File: src/sv/wspl_pkg.sv
// shared constants, phase type and level function of the wav stream parser
`timescale 1ns / 1ps
`default_nettype none

package wspl_pkg;

	localparam int BLOCK_BYTES = 1024;
	localparam int BLK_W       = $clog2(BLOCK_BYTES);

	localparam logic [31:0] TAG_RIFF = 32'h5249_4646;
	localparam logic [31:0] TAG_WAVE = 32'h5741_5645;
	localparam logic [31:0] TAG_FMT  = 32'h666D_7420;
	localparam logic [31:0] TAG_DATA = 32'h6461_7461;

	localparam logic [15:0] FMT_PCM      = 16'd1;
	localparam logic [15:0] CH_STEREO    = 16'd2;
	localparam logic [15:0] BITS_SAMPLE  = 16'd16;
	localparam logic [16:0] LEVEL_CLAMP  = 17'd8000;
	localparam logic [16:0] LEVEL_FLOOR  = 17'd100;
	localparam logic [7:0]  DIV5_RECIP   = 8'd205;

	// header byte positions
	localparam logic [5:0] POS_RIFF_END  = 6'd3;
	localparam logic [5:0] POS_WAVE_END  = 6'd11;
	localparam logic [5:0] POS_FMT_END   = 6'd15;
	localparam logic [5:0] POS_TAG_END   = 6'd21;
	localparam logic [5:0] POS_CH_END    = 6'd23;
	localparam logic [5:0] POS_RATE_END  = 6'd27;
	localparam logic [5:0] POS_HDR_END   = 6'd35;
	localparam logic [5:0] POS_CTAG_END  = 6'd3;
	localparam logic [5:0] POS_CSIZE_END = 6'd7;

	localparam logic [2:0] EV_HEADER = 3'd0;
	localparam logic [2:0] EV_ACCEPT = 3'd1;
	localparam logic [2:0] EV_REJECT = 3'd2;
	localparam logic [2:0] EV_SKIP   = 3'd3;
	localparam logic [2:0] EV_DATA   = 3'd4;
	localparam logic [2:0] EV_IGNORE = 3'd5;

	localparam logic REG_RATE_Q8 = 1'b0;
	localparam logic [11:0] RATE_Q8_RESET = 12'd256;

	typedef enum logic [4:0] {
		PH_HEADER = 5'b00001,
		PH_CHUNK  = 5'b00010,
		PH_SKIP   = 5'b00100,
		PH_DATA   = 5'b01000,
		PH_DONE   = 5'b10000
	} phase_t;

	// 0..100 level from one little-endian 16-bit sample
	function automatic logic [6:0] level_of(input logic [7:0] lo, input logic [7:0] hi);
		logic [15:0] raw;
		logic [16:0] mag;
		logic [8:0]  q16;
		logic [16:0] prod;
		begin
			raw = {hi, lo};
			mag = raw[15] ? (17'h10000 - {1'b0, raw}) : {1'b0, raw};
			if (mag > LEVEL_CLAMP) begin
				mag = LEVEL_CLAMP;
			end
			if (mag < LEVEL_FLOOR) begin
				mag = '0;
			end
			// divide by 80: shift right by 4 for the divide by 16, then times 205 over 1024 for the divide by 5
			q16  = mag[12:4];
			prod = {8'd0, q16} * {9'd0, DIV5_RECIP};
			level_of = prod[16:10];
		end
	endfunction

endpackage

`default_nettype wire

File: src/sv/wav_stream_parser_level_meter.sv
// top level: byte-wise wav header parser, data pass-through and level meter
//
// usage: one byte of a wav file per input request on the s_ channel, s_tdata
// holding the byte and s_tuser flagging the first byte of a new file. every
// byte yields exactly one result request on the m_ channel: m_tuser gives the
// event, m_tdata the passed data byte, data end flag, level, playback rate and
// stereo flag, m_tlast marks the last data byte of a block.
// playback_rate_q8 is written over the apb port at address 0.
// throughput: one byte per clock while m_tready is high; every byte passes an input register, one
// level of parse logic with a 32x12 rate multiply and a result register.
// stall: while m_tready is low the result holds and the input register still
// takes one more byte; s_tready drops only when both registers are full.
// reset: parse state returns to the start of the fixed header, level and
// sample rate clear, playback_rate_q8 returns to 256 (unity).
`timescale 1ns / 1ps
`default_nettype none

module wav_stream_parser_level_meter (
	input  wire logic        clk,
	input  wire logic        arst_n,
	// apb configuration
	input  wire logic        psel,
	input  wire logic        penable,
	input  wire logic        pwrite,
	input  wire logic [2:0]  paddr,
	input  wire logic [31:0] pwdata,
	output logic      [31:0] prdata,
	output logic             pready,
	// byte input
	input  wire logic        s_tvalid,
	output logic             s_tready,
	input  wire logic [7:0]  s_tdata,  // byte_value
	input  wire logic        s_tuser,  // start_of_file
	// result output
	output logic             m_tvalid,
	input  wire logic        m_tready,
	output logic      [55:0] m_tdata,  // data_byte, data_end, level, playback_rate, stereo, zeros
	output logic      [2:0]  m_tuser,  // event_res
	output logic             m_tlast   // block_end
);
	import wspl_pkg::*;

	logic [11:0] rate_q8_q;

	// input register
	logic       valid_s1;
	logic [7:0] byte_s1;
	logic       sof_s1;

	// result register
	logic        valid_s2;
	logic [2:0]  ev_s2;
	logic [7:0]  dbyte_s2;
	logic        bend_s2;
	logic        dend_s2;
	logic [6:0]  lvl_s2;
	logic [31:0] rate_s2;
	logic        stereo_s2;

	// parse state
	phase_t           phase_q;
	logic [5:0]       pos_q;
	logic [31:0]      tag_q;
	logic [31:0]      fld_q;
	logic [31:0]      remain_q;
	logic [BLK_W-1:0] blk_q;
	logic             hok_q;
	logic [31:0]      srate_q;
	logic             st_q;
	logic [7:0]       flb_q;
	logic [6:0]       lvl_q;
	logic             pad_q;

	// next state
	phase_t           phase_d;
	logic [5:0]       pos_d;
	logic [31:0]      tag_d;
	logic [31:0]      fld_d;
	logic [31:0]      remain_d;
	logic [BLK_W-1:0] blk_d;
	logic             hok_d;
	logic [31:0]      srate_d;
	logic             st_d;
	logic [7:0]       flb_d;
	logic [6:0]       lvl_d;
	logic             pad_d;

	logic [2:0]  ev;
	logic [7:0]  dbyte;
	logic        bend;
	logic        dend;
	logic [6:0]  lvl_out;
	logic        accepted;
	logic [43:0] rate_prod;
	logic [31:0] rate_sat;

	logic advance;
	logic cfg_wr;

	assign pready   = 1'b1;
	assign cfg_wr   = psel && penable && pwrite && (paddr[2] == REG_RATE_Q8);
	assign prdata   = (paddr[2] == REG_RATE_Q8) ? {20'd0, rate_q8_q} : 32'd0;

	assign advance  = !valid_s2 || m_tready;
	assign s_tready = !valid_s1 || advance;

	assign m_tvalid = valid_s2;
	assign m_tuser  = ev_s2;
	assign m_tlast  = bend_s2;
	assign m_tdata  = {7'd0, stereo_s2, rate_s2, lvl_s2, dend_s2, dbyte_s2};

	always_ff @(posedge clk or negedge arst_n) begin
		if (!arst_n) begin
			rate_q8_q <= RATE_Q8_RESET;
		end else if (cfg_wr) begin
			rate_q8_q <= pwdata[11:0];
		end
	end

	// rate from the stored sample rate; it is final well before the header is accepted
	assign rate_prod = {12'd0, srate_q} * {32'd0, rate_q8_q};
	assign rate_sat  = (|rate_prod[43:40]) ? 32'hFFFF_FFFF : rate_prod[39:8];

	always_comb begin
		logic [7:0]  b;
		phase_t      ph;
		logic [5:0]  pos;
		logic [31:0] remain;
		logic [BLK_W-1:0] blk;
		logic        hok;
		logic [31:0] srate;
		logic        st;
		logic [7:0]  flb;
		logic [6:0]  lvl;
		logic        pad;
		logic [31:0] tag;
		logic [31:0] fld;

		b = byte_s1;
		if (sof_s1) begin
			ph     = PH_HEADER;
			pos    = '0;
			tag    = '0;
			fld    = '0;
			remain = '0;
			blk    = '0;
			hok    = 1'b1;
			srate  = '0;
			st     = 1'b0;
			flb    = '0;
			lvl    = '0;
			pad    = 1'b0;
		end else begin
			ph     = phase_q;
			pos    = pos_q;
			tag    = tag_q;
			fld    = fld_q;
			remain = remain_q;
			blk    = blk_q;
			hok    = hok_q;
			srate  = srate_q;
			st     = st_q;
			flb    = flb_q;
			lvl    = lvl_q;
			pad    = pad_q;
		end

		tag_d    = {tag[23:0], b};
		fld_d    = {b, fld[31:8]};
		phase_d  = ph;
		pos_d    = pos;
		remain_d = remain;
		blk_d    = blk;
		hok_d    = hok;
		srate_d  = srate;
		st_d     = st;
		flb_d    = flb;
		lvl_d    = lvl;
		pad_d    = pad;
		ev       = EV_IGNORE;
		dbyte    = '0;
		bend     = 1'b0;
		dend     = 1'b0;

		unique case (ph)
			PH_HEADER: begin
				ev = EV_HEADER;
				if (pos == POS_RIFF_END && tag_d != TAG_RIFF) begin
					hok_d = 1'b0;
				end
				if (pos == POS_WAVE_END && tag_d != TAG_WAVE) begin
					hok_d = 1'b0;
				end
				if (pos == POS_FMT_END && tag_d != TAG_FMT) begin
					hok_d = 1'b0;
				end
				if (pos == POS_TAG_END && fld_d[31:16] != FMT_PCM) begin
					hok_d = 1'b0;
				end
				if (pos == POS_CH_END) begin
					if (fld_d[31:16] == 16'd0 || fld_d[31:16] > CH_STEREO) begin
						hok_d = 1'b0;
					end
					st_d = (fld_d[31:16] == CH_STEREO);
				end
				if (pos == POS_RATE_END) begin
					srate_d = fld_d;
				end
				pos_d = pos + 6'd1;
				if (pos == POS_HDR_END) begin
					if (fld_d[31:16] != BITS_SAMPLE) begin
						hok_d = 1'b0;
					end
					if (hok_d) begin
						ev      = EV_ACCEPT;
						phase_d = PH_CHUNK;
						pos_d   = '0;
					end else begin
						ev      = EV_REJECT;
						phase_d = PH_DONE;
					end
				end
			end
			PH_CHUNK: begin
				ev = EV_HEADER;
				if (pos == POS_CTAG_END) begin
					flb_d = '0;
					pad_d = (tag_d == TAG_DATA);
				end
				if (pos == POS_CSIZE_END) begin
					remain_d = fld_d;
					pos_d    = '0;
					if (pad) begin
						pad_d = 1'b0;
						blk_d = '0;
						if (fld_d == 32'd0) begin
							dend    = 1'b1;
							phase_d = PH_DONE;
						end else begin
							phase_d = PH_DATA;
						end
					end else begin
						pad_d = fld_d[0];
						if (fld_d != 32'd0) begin
							phase_d = PH_SKIP;
						end
					end
				end else begin
					pos_d = pos + 6'd1;
				end
			end
			PH_SKIP: begin
				ev = EV_SKIP;
				if (remain != 32'd0) begin
					remain_d = remain - 32'd1;
				end else begin
					pad_d = 1'b0;
				end
				if (remain_d == 32'd0 && !pad_d) begin
					phase_d = PH_CHUNK;
					pos_d   = '0;
				end
			end
			PH_DATA: begin
				ev       = EV_DATA;
				dbyte    = b;
				remain_d = remain - 32'd1;
				if (blk == '0) begin
					flb_d = b;
					if (remain_d == 32'd0) begin
						lvl_d = level_of(b, 8'd0);
					end
				end else if (blk == BLK_W'(1)) begin
					lvl_d = level_of(flb, b);
				end
				blk_d = blk + BLK_W'(1);
				if (blk == BLK_W'(BLOCK_BYTES - 1) || remain_d == 32'd0) begin
					bend  = 1'b1;
					blk_d = '0;
				end
				if (remain_d == 32'd0) begin
					dend    = 1'b1;
					phase_d = PH_DONE;
				end
			end
			PH_DONE: begin
				ev = EV_IGNORE;
			end
			default: begin
				ev = EV_IGNORE;
			end
		endcase

		lvl_out = lvl_d;
		if (dend && ev == EV_DATA) begin
			lvl_d = '0;
		end
		accepted = hok_d && (phase_d != PH_HEADER);
	end

	always_ff @(posedge clk or negedge arst_n) begin
		if (!arst_n) begin
			valid_s1 <= 1'b0;
		end else if (s_tready) begin
			valid_s1 <= s_tvalid;
		end
	end

	always_ff @(posedge clk) begin
		if (s_tready && s_tvalid) begin
			byte_s1 <= s_tdata;
			sof_s1  <= s_tuser;
		end
	end

	always_ff @(posedge clk or negedge arst_n) begin
		if (!arst_n) begin
			valid_s2 <= 1'b0;
		end else if (advance) begin
			valid_s2 <= valid_s1;
		end
	end

	always_ff @(posedge clk) begin
		if (advance && valid_s1) begin
			ev_s2     <= ev;
			dbyte_s2  <= dbyte;
			bend_s2   <= bend;
			dend_s2   <= dend;
			lvl_s2    <= lvl_out;
			rate_s2   <= accepted ? rate_sat : 32'd0;
			stereo_s2 <= accepted && st_d;
		end
	end

	always_ff @(posedge clk or negedge arst_n) begin
		if (!arst_n) begin
			phase_q  <= PH_HEADER;
			pos_q    <= '0;
			tag_q    <= '0;
			fld_q    <= '0;
			remain_q <= '0;
			blk_q    <= '0;
			hok_q    <= 1'b1;
			srate_q  <= '0;
			st_q     <= 1'b0;
			flb_q    <= '0;
			lvl_q    <= '0;
			pad_q    <= 1'b0;
		end else if (advance && valid_s1) begin
			phase_q  <= phase_d;
			pos_q    <= pos_d;
			tag_q    <= tag_d;
			fld_q    <= fld_d;
			remain_q <= remain_d;
			blk_q    <= blk_d;
			hok_q    <= hok_d;
			srate_q  <= srate_d;
			st_q     <= st_d;
			flb_q    <= flb_d;
			lvl_q    <= lvl_d;
			pad_q    <= pad_d;
		end
	end

endmodule

`default_nettype wire

File: config.mk
export PLATFORM = sky130hd
export DESIGN_NAME = wav_stream_parser_level_meter
export DESIGN_NICKNAME = d
export VERILOG_FILES = /design/src/sv/wspl_pkg.sv /design/src/sv/wav_stream_parser_level_meter.sv
export SDC_FILE = /design/constraint.sdc
export NUM_CORES = 1
export LEC_CHECK = 0
export ABC_AREA = 0
export BUFFER_PORTS_ARGS = -buffer_cell sky130_fd_sc_hd__buf_2
export CORE_MARGIN = 5
export CORE_UTILIZATION = 58
export CTS_CLUSTER_SIZE = 14
export DETAILED_ROUTE_END_ITERATION = 10
export GPL_TIMING_DRIVEN = 0
export PLACE_DENSITY = 0.76
export SYNTH_ARGS = -nofsm -noshare
export SYNTH_HDL_FRONTEND = slang
export SYNTH_SLANG_ARGS = --single-unit
File: constraint.sdc
create_clock -name clk -period 6.5 [get_ports clk]
set_input_delay 0.65 -clock clk [delete_from_list [all_inputs] [get_ports clk]]
set_output_delay 0.65 -clock clk [all_outputs]
set_load 0.1 [all_outputs]
Word level (Yosys, flattened, before mapping). Index checks and enable logic that the tools add are counted.

Bits in registers: 235. Input port bits: 51. Output and inout port bits: 95. Word-level logic and storage cells: 174.

Add/sub/neg operators: 4. Multiply operators: 3. Magnitude comparators: 4. Equal/unequal tests: 23. Muxes and demuxes: 87. Bitwise operators: 1. Reduce and logical (&&, ||, !) cells: 28.

Operators with widths (number): 32-bit two-way mux (9); 32-bit logical NOT (3); 32-bit by 31-bit inequality test with 1-bit output, second input constant (3); 32-bit case mux with 3 select lines (1); 13-bit two-way mux (7); 17-bit two-way mux (5); 32-bit nonzero test (2); 5-bit two-way mux (9); 32-bit by 12-bit multiplier with 44-bit output (1); 7-bit two-way mux (6); 10-bit two-way mux (4); 9-bit by 8-bit multiplier with 17-bit output, second input constant (2); 32-bit by 31-bit == test with 1-bit output, second input constant (1); 8-bit two-way mux (4); 32-bit by 1-bit subtractor with 32-bit output, second input constant (1); 6-bit two-way mux (5); 1-bit two-way mux (26); 24-bit two-way mux (1); 10-bit case mux with 2 select lines (1); 5-bit case mux with 4 select lines (1); 6-bit by 5-bit == test with 1-bit output, second input constant (3); 6-bit case mux with 3 select lines (1); 17-bit by 13-bit > comparator with 1-bit output, second input constant (1); 17-bit by 7-bit < comparator with 1-bit output, second input constant (1); 32 further kinds (52).

Longest topological paths before layout.
Depth in word-level cells: 18. Depth in mapped cells: 29. Mapped depth without buffers: 27.

Worst setup path after synthesis. No wires, ideal clock.

Kind: register to register. Start point: register sof_s1. End point: register lvl_s2[4], data pin. Setup time: 0.259 ns. Arrival: 6.429 ns. Data required time: 6.241 ns. Setup slack: -0.189 ns. Cell stages (with the launch flop): 29. Path buffers: 9. Period minus slack after synthesis: 6.689 ns. Cell sequence: edfxtp_1 -> buf_2 -> buf_2 -> buf_2 -> clkbuf_1 -> clkbuf_1 -> buf_2 -> clkbuf_1 -> clkbuf_1 -> clkbuf_1 -> nor4_1 -> ha_1 -> inv_1 -> fa_1 -> inv_1 -> fa_1 -> inv_1 -> fa_1 -> inv_1 -> ha_1 -> nand2_1 -> nor2_1 -> nand2_1 -> or3_1 -> o31a_1 -> o21ai_2 -> xnor2_1 -> o21ai_1 -> or2_1.

Word-level cells in the longest chain between the ends: 17. Elaborated cells between the ends (all ways): 27. Classes of those cells: add/sub (2); mul (1); order compare (2); eq/ne (2); mux (18); reduce/logical (2).

Ends and longest elaborated chain: start, declared (RTL line wav_stream_parser_level_meter.sv:48) `logic sof_s1;`; start signal, assigned (RTL line wav_stream_parser_level_meter.sv:312) `sof_s1 <= s_tuser;`; 8-bit two-way mux (RTL line wav_stream_parser_level_meter.sv:140) `if (sof_s1) begin`; 17-bit by 16-bit subtractor with 17-bit output (RTL line wspl_pkg.sv:59) `mag = raw[15] ? (17'h10000 - {1'b0, raw}) : {1'b0, raw};`; 17-bit two-way mux (RTL line wspl_pkg.sv:59); 17-bit by 13-bit > comparator with 1-bit output (RTL line wspl_pkg.sv:60) `if (mag > LEVEL_CLAMP) begin`; 17-bit two-way mux (RTL line wspl_pkg.sv:60); 17-bit two-way mux (RTL line wav_stream_parser_level_meter.sv:273) `end else if (blk == BLK_W'(1)) begin`; 17-bit two-way mux (RTL line wav_stream_parser_level_meter.sv:268) `if (blk == '0) begin`; 17-bit two-way mux (RTL line wav_stream_parser_level_meter.sv:185) `unique case (ph)`; [... 2 more ...]; 13-bit two-way mux (RTL line wav_stream_parser_level_meter.sv:273); 13-bit two-way mux (RTL line wav_stream_parser_level_meter.sv:268); 13-bit two-way mux (RTL line wav_stream_parser_level_meter.sv:185); 9-bit by 8-bit multiplier with 17-bit output (RTL line wspl_pkg.sv:68) `prod = {8'd0, q16} * {9'd0, DIV5_RECIP};`; 7-bit two-way mux (RTL line wav_stream_parser_level_meter.sv:273); 7-bit two-way mux (RTL line wav_stream_parser_level_meter.sv:268); 7-bit two-way mux (*) (RTL line wav_stream_parser_level_meter.sv:185); named net lvl_out[4] (RTL line wav_stream_parser_level_meter.sv:92) `logic [6:0] lvl_out;`; end signal, assigned (RTL line wav_stream_parser_level_meter.sv:330) `lvl_s2 <= lvl_out;`; end, declared (RTL line wav_stream_parser_level_meter.sv:56) `logic [6:0] lvl_s2;`.

The timed path passes the listed nets; every way through them passes the cells marked *. The select of a mux whose other input is x is not followed. A chain may end at the register's enable or synchronous reset.

Final worst setup path.
Start point: register flb_q[2]. End point: register lvl_s2[4], data pin.

Word-level cells in the longest chain between the ends: 17.

Ends and longest elaborated chain: start, declared (RTL line wav_stream_parser_level_meter.sv:70) `logic [7:0] flb_q;`; start signal, assigned (RTL line wav_stream_parser_level_meter.sv:360) `flb_q <= flb_d;`; 8-bit two-way mux (*) (RTL line wav_stream_parser_level_meter.sv:140); 17-bit by 16-bit subtractor with 17-bit output (RTL line wspl_pkg.sv:59); 17-bit two-way mux (*) (RTL line wspl_pkg.sv:59); 17-bit by 13-bit > comparator with 1-bit output (RTL line wspl_pkg.sv:60); 17-bit two-way mux (*) (RTL line wspl_pkg.sv:60); 17-bit two-way mux (*) (RTL line wav_stream_parser_level_meter.sv:273); 17-bit two-way mux (*) (RTL line wav_stream_parser_level_meter.sv:268); 17-bit two-way mux (*) (RTL line wav_stream_parser_level_meter.sv:185); [... 2 more ...]; 13-bit two-way mux (*) (RTL line wav_stream_parser_level_meter.sv:273); 13-bit two-way mux (*) (RTL line wav_stream_parser_level_meter.sv:268); 13-bit two-way mux (*) (RTL line wav_stream_parser_level_meter.sv:185); 9-bit by 8-bit multiplier with 17-bit output (*) (RTL line wspl_pkg.sv:68); 7-bit two-way mux (*) (RTL line wav_stream_parser_level_meter.sv:273); 7-bit two-way mux (*) (RTL line wav_stream_parser_level_meter.sv:268); 7-bit two-way mux (*) (RTL line wav_stream_parser_level_meter.sv:185); named net lvl_out[4] (RTL line wav_stream_parser_level_meter.sv:92).

Marked as above.

==> results.ini <==
[sta]
rsz0062_at_grt=yes
hold_violations=0
max_freq_mhz=153.6
tns_ns=-0.01143
setup_slack_ns=-0.01143
period_share=1.002
drv_slew=0
fin_worst_skew_ns=0.02089
tightest_slew_ns=1.200
slew_headroom=0.1936
fin_crit_ns=6.511
setup_viol=1

[cts]
cts_tree=done
cts_root_buffer=clkbuf_16
cts_inserted_buffers=25
cts.sinks=203
clk_latency_ns=0.58
htree_num_levels=1
clkTransAtPathRegs_ns=0.07
cts_hold_buf=0
cts_buffer_depth=3

[finish]
syn2layout_area_growth_pct=13.82
drive_gt1_frac=0.1497
seqCellArea_mm2=0.005409
diodes=0
post-route-cell-area_mm2=0.02838
multiInputGateArea_mm2=0.01808
layout.nets=3496
fillers=3415

[detailed_routing]
first_pass_iters=8
routed-via-count=21550
drc=0
routed_via_density=6.078
ant_nets=0
routed_wl_mm=75.95
drt_iter0_drc=2015
wl_per_cell_um=21.42

[critical_path]
crit_fanout=5
crit_type=flop to flop
crit_path_end_kind=flop
cp-start-kind=flop
cp.arrival_ns=6.82
cp.required_ns=6.81

[synthesis]
synth.avg_cell_area_um2=8.914
ys_warn_count=0
syn_area_mm2=0.02493
synth_area_leaders=fa_1 25%, dfrtp_1 14%, ha_1 7.6%, edfxtp_1 7.5%, nand2_1 7.1%
synthDistinctLibCells=86
synthCells=2797
synthArstFlopShare=0.6946
ys_seq_area_frac=0.2164
synth_top_flop_cell=dfrtp_1
synth-edff-count=62
yosysTopAreaCell=fa_1
synth_top_area_share=0.2513
ys_ff_latch=203

[global_routing]
grt_pass1_wl_mm=119.3
antenna_found_initial=1
grt-ovfl-total=0
grt.total_usage=0.3160
grt_pass1_vias=21900
grt_max_degree=79

[floorplan]
die_w_um=217.3
ios=146
fp.coreArea_mm2=0.04279
die_area_mm2=0.04723
die_h_um=217.3
start_util=0.5826
rows=76

[place]
dpl_cell_area_mm2=0.02625
place_hpwl_mm=58.02
gp_congestion=0.9811
io_buffers=95

[power_and_ir_drop]
p_per_area_mw_per_mm2=340.0
ir_drop_uv=317.9
p_leak_uw=0.01353

[status]
status=finished with violations
violations=setup timing

[min_path]
hold_class=input port to asynchronous set/reset pin

[flow_run]
max_cap_violations=0

## power breakdown
group | internal [uW] | leakage (uW) | switching [uW] | total (uW)
Clock | 767 | 0.000380 | 637 | 1400
Sequential | 1530 | 0.00249 | 230 | 1760
Combinational | 2480 | 0.0107 | 4000 | 6490
## synth_stat cells (all sizes together) (22+ instances only)
master and n:
a21o 26, a21oi 89, a22o 30, a31oi 25
and2 127, and3 26, buf 63, clkbuf 154
dfrtp 138, edfxtp 62, fa 313, ha 151
inv 304, mux2i 45, nand2 471, nand2b 23
nand3 42, nand4 28, nor2 112, nor2b 32
nor3 36, nor4 32, o21a 47, o21ai 120
xnor2 37, xor2 22
## state kept, by name, summed over array words and instances (netlist names), 10 cells and up
register   cells
srate_q       32
remain_q      32
rate_s2       32
tag_q         23
rate_q8_q     12
blk_q         10
## worst max-delay path, cell delays in order (launching register included)
cell and delay, ns:
dfrtp_1 0.46, or4_4 0.59, or3_4 0.38, a31oi_4 0.17, a2111oi_4 0.07, nor3b_2 0.25, nor2_2 0.07, nand2_1 0.07
nand2_1 0.11, ha_4 0.29, inv_1 0.04, fa_1 0.50, inv_2 0.05, fa_1 0.56, inv_2 0.04, fa_1 0.52
inv_2 0.05, ha_4 0.28, nand2_4 0.05, nor2_4 0.12, nand2_1 0.06, or3_1 0.34, o31a_1 0.37, o21ai_4 0.28
xnor2_2 0.16, o21ai_1 0.11, or2_1 0.25
## what timing repair did
action	CTS	global route
setup buffers	23	24
pin swaps	24	54
gates cloned	1	1
gates resized for setup	172	134
setup endpoints to repair	58	45
## cell type report
| cell class | instances | area share |
|---|---|---|
| Multi-Input combinational cell | 2098 | 0.6373 |
| Sequential cell | 203 | 0.1906 |
| Buffer | 202 | 0.04705 |
| Inverter | 305 | 0.04052 |
| Timing Repair Buffer | 146 | 0.03236 |
| Tap cell | 546 | 0.02407 |
| Clock buffer | 28 | 0.02280 |
| Clock inverter | 17 | 0.005335 |
## placed cells by master (no fill, tap or decap), drive strengths merged, types with 28 or more instances in the layout
| cell type | n |
|---|---|
| nand2 | 471 |
| fa | 313 |
| inv | 304 |
| buf | 230 |
| ha | 151 |
| clkbuf | 146 |
| dfrtp | 138 |
| and2 | 127 |
| o21ai | 120 |
| nor2 | 112 |
| a21oi | 89 |
| edfxtp | 62 |
| o21a | 47 |
| mux2i | 45 |
| nand3 | 42 |
| xnor2 | 37 |
| nor3 | 36 |
| nor2b | 32 |
| nor4 | 32 |
| a22o | 30 |
| nand4 | 28 |
| conb | 28 |
## layer usage
layer | vias to the layer above | routed length (um) | GRT usage
met4 | 2 | 4210 | 0.1506
met2 | 1030 | 36080 | 0.5215
met3 | 236 | 5785 | 0.05175
met1 | 10660 | 29860 | 0.4101
met5 | - | 13 | 0
li1 | 9620 | - | -
## per-stage QoR
step,power [uW],setup WS (ns),hold WS (ns),std cells,utilization
4_1_cts,9311,0.004092,0.1024,3524,0.6490
5_1_grt,10430,-0.2127,0.1317,3545,0.6632
2_1_floorplan,6327,0.05449,0.3544,2823,-
6_report,9649,-0.01143,0.08739,3545,0.6632
3_3_place_gp,7543,-2.912,0.4454,3464,0.6121
3_5_place_dp,7708,-2.881,0.4567,3466,0.6134
## worst paths after layout
kind | slack, ns | cells past startpoint | endpoint | from
max | -0.01 | 26 | lvl_s2[4]$_DFFE_PP_ | flb_q[2]$_DFFE_PN0P_
min | 0.09 | 1 | remain_q[24]$_DFFE_PN0P_ | arst_n
max reg2reg | -0.01 | 26 | lvl_s2[4]$_DFFE_PP_ | flb_q[2]$_DFFE_PN0P_
min reg2reg | 0.47 | 2 | hok_q$_DFFE_PN1P_ | hok_q$_DFFE_PN1P_
max in group asynchronous | 5.52 | 2 | flb_q[0]$_DFFE_PN0P_ | arst_n
min in group clk | 0.25 | 1 | byte_s1[7]$_DFFE_PP_ | s_tdata[7]
## logic make-up (layout without fill, tap and decap cells)
family,after synthesis,after routing,synth area share
simple gates,1018,1018,0.2007
buf+inv,522,698,0.08531
compound gates,469,469,0.1246
fa+ha+maj,464,464,0.3271
flops,203,203,0.2164
mux,60,60,0.02484
xor+xnor,59,59,0.02073
other cells,2,28,0.0003012
(Power assumes the default switching activity.)
